--- config.mk ---
export PLATFORM = sky130hd
export DESIGN_NAME = mips_trap_emulate_next_pc
export DESIGN_NICKNAME = d
export VERILOG_FILES = /design/src/hdl/mtenpc_pkg.sv /design/src/hdl/mips_trap_emulate_next_pc.sv /design/src/hdl/mtenpc_exec.sv /design/src/hdl/mtenpc_next_pc.sv
export SDC_FILE = /design/constraint.sdc
export NUM_CORES = 2
export LEC_CHECK = 0
export BUFFER_PORTS_ARGS = -buffer_cell sky130_fd_sc_hd__buf_2
export CAP_MARGIN = 20
export CORE_MARGIN = 1
export CORE_UTILIZATION = 54
export DETAILED_ROUTE_END_ITERATION = 6
export HOLD_SLACK_MARGIN = 0.1
export PLACE_DENSITY = 0.78
export SLEW_MARGIN = 5
export SYNTH_ARGS = -nofsm -noshare
export SYNTH_HDL_FRONTEND = slang
export SYNTH_SLANG_ARGS = --single-unit
--- constraint.sdc ---
create_clock -name clock -period 10.8 [get_ports clock]
set_input_delay 1.62 -clock clock [delete_from_list [all_inputs] [get_ports clock]]
set_output_delay 1.62 -clock clock [all_outputs]
set_load 0.1 [all_outputs]
--- src/hdl/mtenpc_pkg.sv ---
// Shared types and instruction codes for the trap emulation and next-PC block.
package mtenpc_pkg;

   localparam logic [5:0] OP_SPECIAL = 6'd0;
   localparam logic [5:0] OP_J       = 6'd2;
   localparam logic [5:0] OP_JAL     = 6'd3;
   localparam logic [5:0] OP_BEQ     = 6'd4;
   localparam logic [5:0] OP_BNE     = 6'd5;
   localparam logic [5:0] OP_BLEZ    = 6'd6;
   localparam logic [5:0] OP_BGTZ    = 6'd7;
   localparam logic [5:0] OP_COP0    = 6'd16;
   localparam logic [5:0] OP_BNEL    = 6'd21;
   localparam logic [5:0] OP_DADDIU  = 6'd25;
   localparam logic [5:0] OP_LDL     = 6'd26;
   localparam logic [5:0] OP_LDR     = 6'd27;
   localparam logic [5:0] OP_SDL     = 6'd44;
   localparam logic [5:0] OP_SDR     = 6'd45;
   localparam logic [5:0] OP_CACHE   = 6'd47;
   localparam logic [5:0] OP_LLD     = 6'd52;
   localparam logic [5:0] OP_LD      = 6'd55;
   localparam logic [5:0] OP_SCD     = 6'd60;
   localparam logic [5:0] OP_SD      = 6'd63;

   localparam logic [5:0] FN_JR      = 6'd8;
   localparam logic [5:0] FN_JALR    = 6'd9;
   localparam logic [5:0] FN_DADDU   = 6'd45;
   localparam logic [5:0] FN_DSLL32  = 6'd60;
   localparam logic [5:0] FN_DSRL32  = 6'd62;
   localparam logic [5:0] FN_DSRA32  = 6'd63;

   localparam logic [4:0]  LINK_REG  = 5'd31;
   localparam logic [63:0] PC_STEP   = 64'd4;
   localparam logic [63:0] LINK_STEP = 64'd8;

   typedef enum logic [1:0] {
      ST_DONE        = 2'd0,
      ST_UNIMPL      = 2'd1,
      ST_NOT_HANDLED = 2'd2
   } status_type;

   typedef struct packed {
      logic [31:0] trapped_word;
      logic [31:0] branch_word;
      logic [63:0] trap_pc;
      logic        in_delay_slot;
      logic [63:0] op_rs_value;
      logic [63:0] op_rt_value;
      logic [63:0] branch_rs_value;
      logic [63:0] branch_rt_value;
   } req_type;

   typedef struct packed {
      status_type  status;
      logic        dest_write;
      logic [4:0]  dest_index;
      logic [63:0] dest_value;
   } exec_type;

   typedef struct packed {
      logic        dest_write;
      logic [4:0]  dest_index;
      logic [63:0] dest_value;
      logic        link_write;
      logic [4:0]  link_index;
      logic [63:0] link_value;
      logic [63:0] next_pc;
      status_type  status;
   } rsp_type;

endpackage

--- src/hdl/mips_trap_emulate_next_pc.sv ---
// Top level: input register, emulation and next-PC logic, result register.
//
//   Channel | Direction | Handshake            | Carries
//   req_    | in        | req_valid/req_ready  | trapped and branch words, PC, values
//   rsp_    | out       | rsp_valid/rsp_ready  | dest and link writes, next PC, status
//
// One request is taken every cycle unless the input register is full and the result register is blocked.
// The input register feeds one pass of adder, shifter and compare logic into
// the result register. Reset clears both valid bits only.
// While the result waits, the input register still takes one more request.
module mips_trap_emulate_next_pc (
   input  logic        clock,
   input  logic        reset,
   input  logic        req_valid,
   output logic        req_ready,
   input  logic [31:0] req_trapped_word,
   input  logic [31:0] req_branch_word,
   input  logic [63:0] req_trap_pc,
   input  logic        req_in_delay_slot,
   input  logic [63:0] req_op_rs_value,
   input  logic [63:0] req_op_rt_value,
   input  logic [63:0] req_branch_rs_value,
   input  logic [63:0] req_branch_rt_value,
   output logic        rsp_valid,
   input  logic        rsp_ready,
   output logic        rsp_dest_write,
   output logic [4:0]  rsp_dest_index,
   output logic [63:0] rsp_dest_value,
   output logic        rsp_link_write,
   output logic [4:0]  rsp_link_index,
   output logic [63:0] rsp_link_value,
   output logic [63:0] rsp_next_pc,
   output logic [1:0]  rsp_status
);
   import mtenpc_pkg::*;

   req_type  s1_req_ff;
   req_type  s1_req_in;
   logic     s1_valid_ff;
   logic     s1_valid_in;
   rsp_type  rsp_ff;
   rsp_type  rsp_in;
   logic     rsp_valid_ff;
   logic     rsp_valid_in;
   exec_type exec;
   logic     rsp_free;
   logic     s1_move;
   logic     req_take;

   assign rsp_free  = !rsp_valid_ff || rsp_ready;
   assign s1_move   = s1_valid_ff && rsp_free;
   assign req_ready = !s1_valid_ff || rsp_free;
   assign req_take  = req_valid && req_ready;

   assign s1_req_in.trapped_word    = req_trapped_word;
   assign s1_req_in.branch_word     = req_branch_word;
   assign s1_req_in.trap_pc         = req_trap_pc;
   assign s1_req_in.in_delay_slot   = req_in_delay_slot;
   assign s1_req_in.op_rs_value     = req_op_rs_value;
   assign s1_req_in.op_rt_value     = req_op_rt_value;
   assign s1_req_in.branch_rs_value = req_branch_rs_value;
   assign s1_req_in.branch_rt_value = req_branch_rt_value;

   assign s1_valid_in  = req_take ? 1'b1 : (s1_move ? 1'b0 : s1_valid_ff);
   assign rsp_valid_in = s1_move ? 1'b1 : (rsp_ready ? 1'b0 : rsp_valid_ff);

   mtenpc_exec u_exec (
      .trapped_word (s1_req_ff.trapped_word),
      .op_rs_value  (s1_req_ff.op_rs_value),
      .op_rt_value  (s1_req_ff.op_rt_value),
      .exec         (exec)
   );

   mtenpc_next_pc u_next_pc (
      .exec            (exec),
      .branch_word     (s1_req_ff.branch_word),
      .trap_pc         (s1_req_ff.trap_pc),
      .in_delay_slot   (s1_req_ff.in_delay_slot),
      .branch_rs_value (s1_req_ff.branch_rs_value),
      .branch_rt_value (s1_req_ff.branch_rt_value),
      .rsp             (rsp_in)
   );

   always_ff @(posedge clock) begin
      if (reset) begin
         s1_valid_ff  <= 1'b0;
         rsp_valid_ff <= 1'b0;
      end else begin
         s1_valid_ff  <= s1_valid_in;
         rsp_valid_ff <= rsp_valid_in;
      end
   end

   always_ff @(posedge clock) begin
      if (req_take) begin
         s1_req_ff <= s1_req_in;
      end
      if (s1_move) begin
         rsp_ff <= rsp_in;
      end
   end

   assign rsp_valid      = rsp_valid_ff;
   assign rsp_dest_write = rsp_ff.dest_write;
   assign rsp_dest_index = rsp_ff.dest_index;
   assign rsp_dest_value = rsp_ff.dest_value;
   assign rsp_link_write = rsp_ff.link_write;
   assign rsp_link_index = rsp_ff.link_index;
   assign rsp_link_value = rsp_ff.link_value;
   assign rsp_next_pc    = rsp_ff.next_pc;
   assign rsp_status     = rsp_ff.status;

`ifndef SYNTH
   a_hold_stage1: assert property (@(posedge clock) disable iff (reset)
      s1_valid_ff && !rsp_free |=> s1_valid_ff && $stable(s1_req_ff))
      else $error("Input register changed while the result register was blocked.");

   a_move_fills: assert property (@(posedge clock) disable iff (reset)
      s1_move |=> rsp_valid_ff)
      else $error("Request left the input register but no result appeared.");

   a_fail_no_write: assert property (@(posedge clock) disable iff (reset)
      rsp_valid_ff && rsp_ff.status != ST_DONE |-> !rsp_ff.dest_write && !rsp_ff.link_write)
      else $error("Failed request reports a register write.");

   a_no_zero_write: assert property (@(posedge clock) disable iff (reset)
      rsp_valid_ff && (rsp_ff.dest_write || rsp_ff.link_write) |->
         (!rsp_ff.dest_write || rsp_ff.dest_index != 5'd0) &&
         (!rsp_ff.link_write || rsp_ff.link_index != 5'd0))
      else $error("Write to register zero was reported.");
`endif

endmodule

--- src/hdl/mtenpc_exec.sv ---
// Emulation of the trapped instruction: 64-bit adds, the 32-plus shifts and the status codes.
module mtenpc_exec (
   input  logic [31:0]          trapped_word,
   input  logic [63:0]          op_rs_value,
   input  logic [63:0]          op_rt_value,
   output mtenpc_pkg::exec_type exec
);
   import mtenpc_pkg::*;

   logic [5:0]  op;
   logic [5:0]  fn;
   logic [5:0]  shamt;
   logic [63:0] imm;

   assign op    = trapped_word[31:26];
   assign fn    = trapped_word[5:0];
   assign shamt = {1'b1, trapped_word[10:6]};
   assign imm   = {{48{trapped_word[15]}}, trapped_word[15:0]};

   always_comb begin
      exec.status     = ST_DONE;
      exec.dest_write = 1'b0;
      exec.dest_index = 5'd0;
      exec.dest_value = 64'd0;
      unique case (op)
         OP_SPECIAL: begin
            unique case (fn)
               FN_DADDU: begin
                  exec.dest_write = 1'b1;
                  exec.dest_index = trapped_word[15:11];
                  exec.dest_value = op_rs_value + op_rt_value;
               end
               FN_DSLL32: begin
                  exec.dest_write = 1'b1;
                  exec.dest_index = trapped_word[15:11];
                  exec.dest_value = op_rt_value << shamt;
               end
               FN_DSRL32: begin
                  exec.dest_write = 1'b1;
                  exec.dest_index = trapped_word[15:11];
                  exec.dest_value = op_rt_value >> shamt;
               end
               FN_DSRA32: begin
                  exec.dest_write = 1'b1;
                  exec.dest_index = trapped_word[15:11];
                  exec.dest_value = $unsigned($signed(op_rt_value) >>> shamt);
               end
               default: begin
                  exec.status = ST_UNIMPL;
               end
            endcase
         end
         OP_DADDIU: begin
            exec.dest_write = 1'b1;
            exec.dest_index = trapped_word[20:16];
            exec.dest_value = op_rs_value + imm;
         end
         OP_CACHE: begin
            exec.status = ST_DONE;
         end
         OP_COP0, OP_LD, OP_LDL, OP_LDR, OP_LLD, OP_SD, OP_SDL, OP_SDR, OP_SCD: begin
            exec.status = ST_NOT_HANDLED;
         end
         default: begin
            exec.status = ST_UNIMPL;
         end
      endcase
      // Writes to register zero are dropped and never forwarded.
      if (!exec.dest_write || exec.dest_index == 5'd0) begin
         exec.dest_write = 1'b0;
         exec.dest_index = 5'd0;
         exec.dest_value = 64'd0;
      end
   end

endmodule

--- src/hdl/mtenpc_next_pc.sv ---
// Branch resolution in the delay slot, link write and final result assembly.
module mtenpc_next_pc (
   input  mtenpc_pkg::exec_type exec,
   input  logic [31:0]          branch_word,
   input  logic [63:0]          trap_pc,
   input  logic                 in_delay_slot,
   input  logic [63:0]          branch_rs_value,
   input  logic [63:0]          branch_rt_value,
   output mtenpc_pkg::rsp_type  rsp
);
   import mtenpc_pkg::*;

   logic [5:0]  bop;
   logic [5:0]  bfn;
   logic [63:0] vs;
   logic [63:0] vt;
   logic [63:0] taken_pc;
   logic [63:0] jump_pc;
   logic [63:0] seq_pc;
   logic [63:0] link_pc;

   assign bop      = branch_word[31:26];
   assign bfn      = branch_word[5:0];
   assign vs       = (exec.dest_write && exec.dest_index == branch_word[25:21]) ?
                     exec.dest_value : branch_rs_value;
   assign vt       = (exec.dest_write && exec.dest_index == branch_word[20:16]) ?
                     exec.dest_value : branch_rt_value;
   assign taken_pc = trap_pc + {{46{branch_word[15]}}, branch_word[15:0], 2'b00} + PC_STEP;
   assign jump_pc  = {trap_pc[63:28], branch_word[25:0], 2'b00};
   assign seq_pc   = trap_pc + PC_STEP;
   assign link_pc  = trap_pc + LINK_STEP;

   always_comb begin
      rsp.dest_write = exec.dest_write;
      rsp.dest_index = exec.dest_index;
      rsp.dest_value = exec.dest_value;
      rsp.link_write = 1'b0;
      rsp.link_index = 5'd0;
      rsp.link_value = 64'd0;
      rsp.status     = exec.status;
      rsp.next_pc    = trap_pc;
      if (exec.status == ST_DONE && !in_delay_slot) begin
         rsp.next_pc = seq_pc;
      end else if (exec.status == ST_DONE) begin
         rsp.next_pc = link_pc;
         unique case (bop)
            OP_BEQ: begin
               if (vs == vt) rsp.next_pc = taken_pc;
            end
            OP_BNE, OP_BNEL: begin
               if (vs != vt) rsp.next_pc = taken_pc;
            end
            OP_BLEZ: begin
               if (vs[63] || vs == 64'd0) rsp.next_pc = taken_pc;
            end
            OP_BGTZ: begin
               if (!vs[63] && vs != 64'd0) rsp.next_pc = taken_pc;
            end
            OP_J: begin
               rsp.next_pc = jump_pc;
            end
            OP_JAL: begin
               rsp.next_pc    = jump_pc;
               rsp.link_write = 1'b1;
               rsp.link_index = LINK_REG;
               rsp.link_value = link_pc;
            end
            OP_SPECIAL: begin
               if (bfn == FN_JR) begin
                  rsp.next_pc = vs;
               end else if (bfn == FN_JALR) begin
                  rsp.next_pc    = vs;
                  rsp.link_write = 1'b1;
                  rsp.link_index = branch_word[15:11];
                  rsp.link_value = link_pc;
               end else begin
                  rsp.status = ST_UNIMPL;
               end
            end
            default: begin
               rsp.status = ST_UNIMPL;
            end
         endcase
         if (rsp.link_index == 5'd0) begin
            rsp.link_write = 1'b0;
            rsp.link_value = 64'd0;
         end
      end
      // A failed request writes nothing and resumes at the trap PC.
      if (rsp.status != ST_DONE) begin
         rsp.dest_write = 1'b0;
         rsp.dest_index = 5'd0;
         rsp.dest_value = 64'd0;
         rsp.link_write = 1'b0;
         rsp.link_index = 5'd0;
         rsp.link_value = 64'd0;
         rsp.next_pc    = trap_pc;
      end
   end

endmodule

Word level (Yosys, flattened, before mapping). Index checks and enable logic that the tools add are counted.

Register bits: 593. Bits of input ports: 389. Output and inout bits: 208. Word-level logic and storage cells: 120.

$add $sub $neg: 6. Eq/ne operators: 28. Shifts and indexed selects: 3. Muxes and demuxes: 31. Bitwise operators: 1. Reduce and logical (&&, ||, !) cells: 33.

Operator list (count): $mux W64 (10); $pmux W64 S6 (1); $mux W70 (4); $pmux W70 S2 (2); $pmux W70 S4 (1); $add A64 B64 Y64 (3); $mux W136 (1); $mux W134 (1); $add A64 B3 Y64 const B (2); $eq A6 B6 Y1 const B (11); $add A64 B4 Y64 const B (1); $eq A64 B64 Y1 (1); $logic_not A64 Y1 (1); $ne A64 B64 Y1 (1); $reduce_bool A64 Y1 (1); $shl A64 B6 Y64 (1); $shr A64 B6 Y64 (1); $sshr A64 B6 Y64 (1); $eq A6 B5 Y1 const B (5); $eq A6 B3 Y1 const B (4); $eq A6 B2 Y1 const B (2); $eq A6 B4 Y1 const B (2); $logic_not A6 Y1 (2); $eq A5 B5 Y1 (2); 16 further kinds (41).

Longest topological paths before layout.
Depth in word-level cells: 20. Gate-level depth with buffers: 25. Gate-level depth less buffers: 25.

Hierarchy. From an unflattened synthesis, not the netlist that was laid out.

Cells, all modules: 4788. Area total of the unflattened synthesis: 45026.9 sq um.

By module, submodules not included: mips_trap_emulate_next_pc (times used 1, cells each 601, area an instance 17850.9 sq um, seq. area each 17787.1 sq um); mtenpc_next_pc (times used 1, cells each 2249, area an instance 14239.9 sq um, seq. area each 0.0 sq um); mtenpc_exec (times used 1, cells each 1938, area an instance 12936.2 sq um, seq. area each 0.0 sq um).

Least setup slack after synthesis. OpenSTA, ideal clock, no wires.

Kind: input-to-reg. Start point: in rsp_ready. End point: reg s1_req_ff[0] (netlist name), enable pin. Setup time: 789 ps. Data arrival time: 11026 ps. Data required time: 10011 ps. Path slack: -1015 ps. Stages: 3. Buffers on the path: 0. Cells stage by stage: nor2b_1 nand2_1 and2_1.

Cells in the longest elaborated chain, start to end: 3.

Ends and longest elaborated chain: start: declaration (line mips_trap_emulate_next_pc.sv:25) `input logic rsp_ready,`; $logic_or A1 B1 Y1 (line mips_trap_emulate_next_pc.sv:50) `assign rsp_free = !rsp_valid_ff || rsp_ready;`; $logic_or A1 B1 Y1 (line mips_trap_emulate_next_pc.sv:52) `assign req_ready = !s1_valid_ff || rsp_free;`; via req_ready (line mips_trap_emulate_next_pc.sv:15) `output logic req_ready,`; $logic_and A1 B1 Y1 (line mips_trap_emulate_next_pc.sv:53) `assign req_take = req_valid && req_ready;`; via req_take (line mips_trap_emulate_next_pc.sv:48) `logic req_take;`; end signal: assignment (line mips_trap_emulate_next_pc.sv:96) `s1_req_ff <= s1_req_in;`; end: declaration (line mips_trap_emulate_next_pc.sv:37) `req_type s1_req_ff;`.

The timed path passes the listed nets, and every way through them passes these cells. A chain may end at the register's enable or synchronous reset.

==> impl_metrics.env <==
export IMPL_vias=48330
export IMPL_crit_required_ps=11310
export IMPL_crit_chain="inv_1, fa_1, nor2b_1, o31a_1, o21a_1, o311ai_1, o211a_1, xnor2_1, a221oi_1, buf_4, xnor2_1, a2111oi_0, o2111ai_1, nor4_1, o2111ai_1, or4_4, a31oi_2, a2bb2oi_1, o22ai_1, a22oi_1"
export IMPL_crit_path_max_incr_delay_ps=1200
export IMPL_ant_nets=0
export IMPL_startpoint_type="flip-flop"
export IMPL_powerDensity_nw_per_um2=130.6
export IMPL_worstSkewPairLatency_ps=700
export IMPL_overflow=0
export IMPL_hold_viol=0
export IMPL_leakagePower_uw=0.01977
export IMPL_clockBufferDepth=3
export IMPL_rsz0062_at_grt="no"
export IMPL_grt_max_degree=153
export IMPL_io_pins=597
export IMPL_cap_violations=0
export IMPL_dr_first_iter_drc_count=7484
export IMPL_synth_cells=5050
export IMPL_grt_pass1_wl_um=307700
export IMPL_cts_root_buf="clkbuf_16"
export IMPL_grt_pass1_vias=43910
export IMPL_cts_hold_buf=0
export IMPL_violations="DRC"
export IMPL_arrival_ps=9280
export IMPL_die_area_um2=86960
export IMPL_cp_end_kind="flip-flop"
export IMPL_fmax_mhz=114.0
export IMPL_ys_seq_elements=588
export IMPL_timing_slew_headroom_pct=0.3204
export IMPL_grt_usage_pct=49.48
export IMPL_core_rowCount=107
export IMPL_initial_core_util_pct=54.49
export IMPL_syn_nets=5691
export IMPL_ys_types=107
export IMPL_seq_area_frac_synth_pct=38.07
export IMPL_status="finished with violations"
export IMPL_critPathMaxFanout=11
export IMPL_place_congestion=1.117
export IMPL_tns_ps=0
export IMPL_cts_sinks=588
export IMPL_remaining_drc_errors=4
export IMPL_core_um2=85010
export IMPL_synth_area_um2=46320
export IMPL_hp_class="flip-flop to flip-flop"
export IMPL_period_share_pct=81.19
export IMPL_numCtsBuffers=58
export IMPL_antenna_found_initial=15
export IMPL_clkTransAtPathRegs_ps=60
export IMPL_ir_worst_vdd_v=0.0001456
export IMPL_ctsHtreeMaxLevel=2
export IMPL_yosysWarnings=0
export IMPL_postCtsResizedCells=0
export IMPL_crit_type="flip-flop to flip-flop"
export IMPL_synthFlopType="edfxtp_1"
export IMPL_tightest_slew_ps=1495
export IMPL_cts_tree="done"
export IMPL_layout_cells_non_filler=6746
export IMPL_die_width_um=294.9
export IMPL_period_needed_ps=8769
export IMPL_nNetsFinal=6181
export IMPL_slowest_stage="a221oi_1"
export IMPL_via_per_inst=7.164
export IMPL_skew_ps=48.81
export IMPL_dpl_cell_count=6621
export IMPL_timing_final_max_slew_violations=0
export IMPL_async_flop_share_pct=0
export IMPL_hpwl_um=175300
export IMPL_drive_gt1_share_pct=16.96
export IMPL_io_buffers=591
export IMPL_drt_total_wl_um=222200
export IMPL_die_y_um=294.9
export IMPL_avgSynthCellArea_um2=9.173
export IMPL_syn2layout_area_growth_pct=13.57
export IMPL_firstDrtPassIters=7
export IMPL_fill_cells=7281
export IMPL_post_cts_setup_buffer_count=0
export IMPL_setup_viol_count_final=0
export IMPL_synth_edf_count=586
export IMPL_wl_per_cell_um=32.94
## layout make-up
type | count | area (um2) | share of cell area [%]
antenna | 12 | 30.03 | 0.05708
timing repair buffer | 697 | 3820 | 7.261
tap | 1144 | 1431 | 2.721
multi-input combinational | 4096 | 27280 | 51.86
sequential | 588 | 17640 | 33.53
inverter | 99 | 371.6 | 0.7064
clock buffer | 65 | 1499 | 2.849
clock inverter | 45 | 536.8 | 1.020
## logic make-up after synthesis
logic type / Yosys count / synth area share [%]
compound gates: 1547 / 22.06
fa+ha+maj: 252 / 6.855
simple gates: 1802 / 18.57
flops: 588 / 38.07
mux: 172 / 5.040
xor+xnor: 323 / 6.123
buf+inv: 366 / 3.274
## registers in the layout (all words and copies together) (netlist names)
register        cells
rsp_valid           1
rsp_status          2
rsp_link_write      1
rsp_link_index      5
rsp_link_value     64
s1_req_ff         380
rsp_dest_value     64
rsp_next_pc        64
rsp_dest_index      5
rsp_dest_write      1
s1_valid_ff         1
## final timing paths
check                                    start               to  slack (ps)  cells past startpoint
worst max register to register  s1_req_ff[354]  rsp_next_pc[53]        2030                     20
worst min-delay path            s1_req_ff[258]   rsp_next_pc[1]         550                      2
worst max-delay path            s1_req_ff[354]  rsp_next_pc[53]        2030                     20
worst min register to register  s1_req_ff[258]   rsp_next_pc[1]         550                      2
## critical path: cells and delay by family (launching register included)
kind,cells,cell delay (ps)
compound gates,12,5620
simple gates,3,1230
flops,1,670
buf+inv,2,550
fa+ha+maj,1,320
xor+xnor,2,140
## synthesized netlist by cell type, types with 22 or more instances
master	n	area (um2)
nand2_1	507	1903
nand3_1	157	785.8
nor2b_1	54	337.8
o21a_1	55	412.9
clkbuf_1	178	668.1
mux2i_1	105	1051
xor2_1	118	1033
a221oi_1	64	560.5
a22oi_1	26	195.2
a211oi_1	70	525.5
o21ai_0	287	1436
a31oi_1	55	344.1
ha_1	249	3115
a21o_1	87	653.1
o211ai_1	47	352.8
nand2b_1	44	275.3
or2_2	24	150.1
nand4_1	120	750.7
o31ai_1	22	165.2
buf_2	48	240.2
nor4_1	46	287.8
and2_1	30	187.7
buf_1	22	82.58
o22ai_1	52	325.3
xnor2_1	204	1787
o21bai_1	30	225.2
or3_1	35	219.0
and3_1	70	437.9
edfxtp_1	586	17600
nor3_1	125	625.6
mux4_2	47	1059
a221o_1	29	290.3
inv_1	95	356.6
nor2_1	505	1896
a21oi_1	457	2287
## stage by stage
stage / worst slack [ps] / total power (uW) / hold slack (ps) / util [%] / area (um2)
6_report: 2031 / 6869 / 547.1 / 61.88 / 52610
2_1_floorplan: 3181 / 4070 / 477.3 / - / 46330
5_1_grt: 2123 / 7041 / 577.3 / 61.87 / 52600
3_5_place_dp: 2626 / 4647 / 535.3 / 59.42 / 50510
3_3_place_gp: 2726 / 4636 / 502.3 / 59.41 / 50500
4_1_cts: 2596 / 6798 / 549.0 / 61.81 / 52550
## cell usage in the layout, fill, tap and decap left out, types with 30 or more instances in the layout
cell type / n
nor3_1: 122
o21bai_1: 30
a31oi_1: 55
and3_1: 70
mux2i_1: 105
a211oi_1: 70
nand3_1: 155
buf_4: 97
o22ai_1: 52
buf_2: 591
edfxtp_1: 586
inv_1: 95
nand4_1: 120
nand2_1: 504
nand2b_1: 44
clkbuf_16: 59
a21o_1: 87
or3_1: 35
a21oi_1: 457
mux4_2: 47
nor4_1: 43
o211ai_1: 47
o21ai_0: 286
xor2_1: 118
nor2b_1: 53
o21a_1: 55
xnor2_1: 204
ha_1: 249
nor2_1: 502
a221oi_1: 63
## metal layers
layer / vias up / GRT usage [%] / wire length, um
met3: 1034 / 13.31 / 29410
met4: 6 / 39.11 / 21830
met1: 22700 / 59.83 / 76900
met2: 4172 / 74.50 / 94010
met5: - / 0 / 43
li1: 20420 / - / -
## where the power goes
| group | switching [uW] | internal (uW) |
|---|---|---|
| sequential | 210 | 2660 |
| clock | 926 | 1250 |
| combinational | 1260 | 566 |
Power figures use the tool's default switching activity.
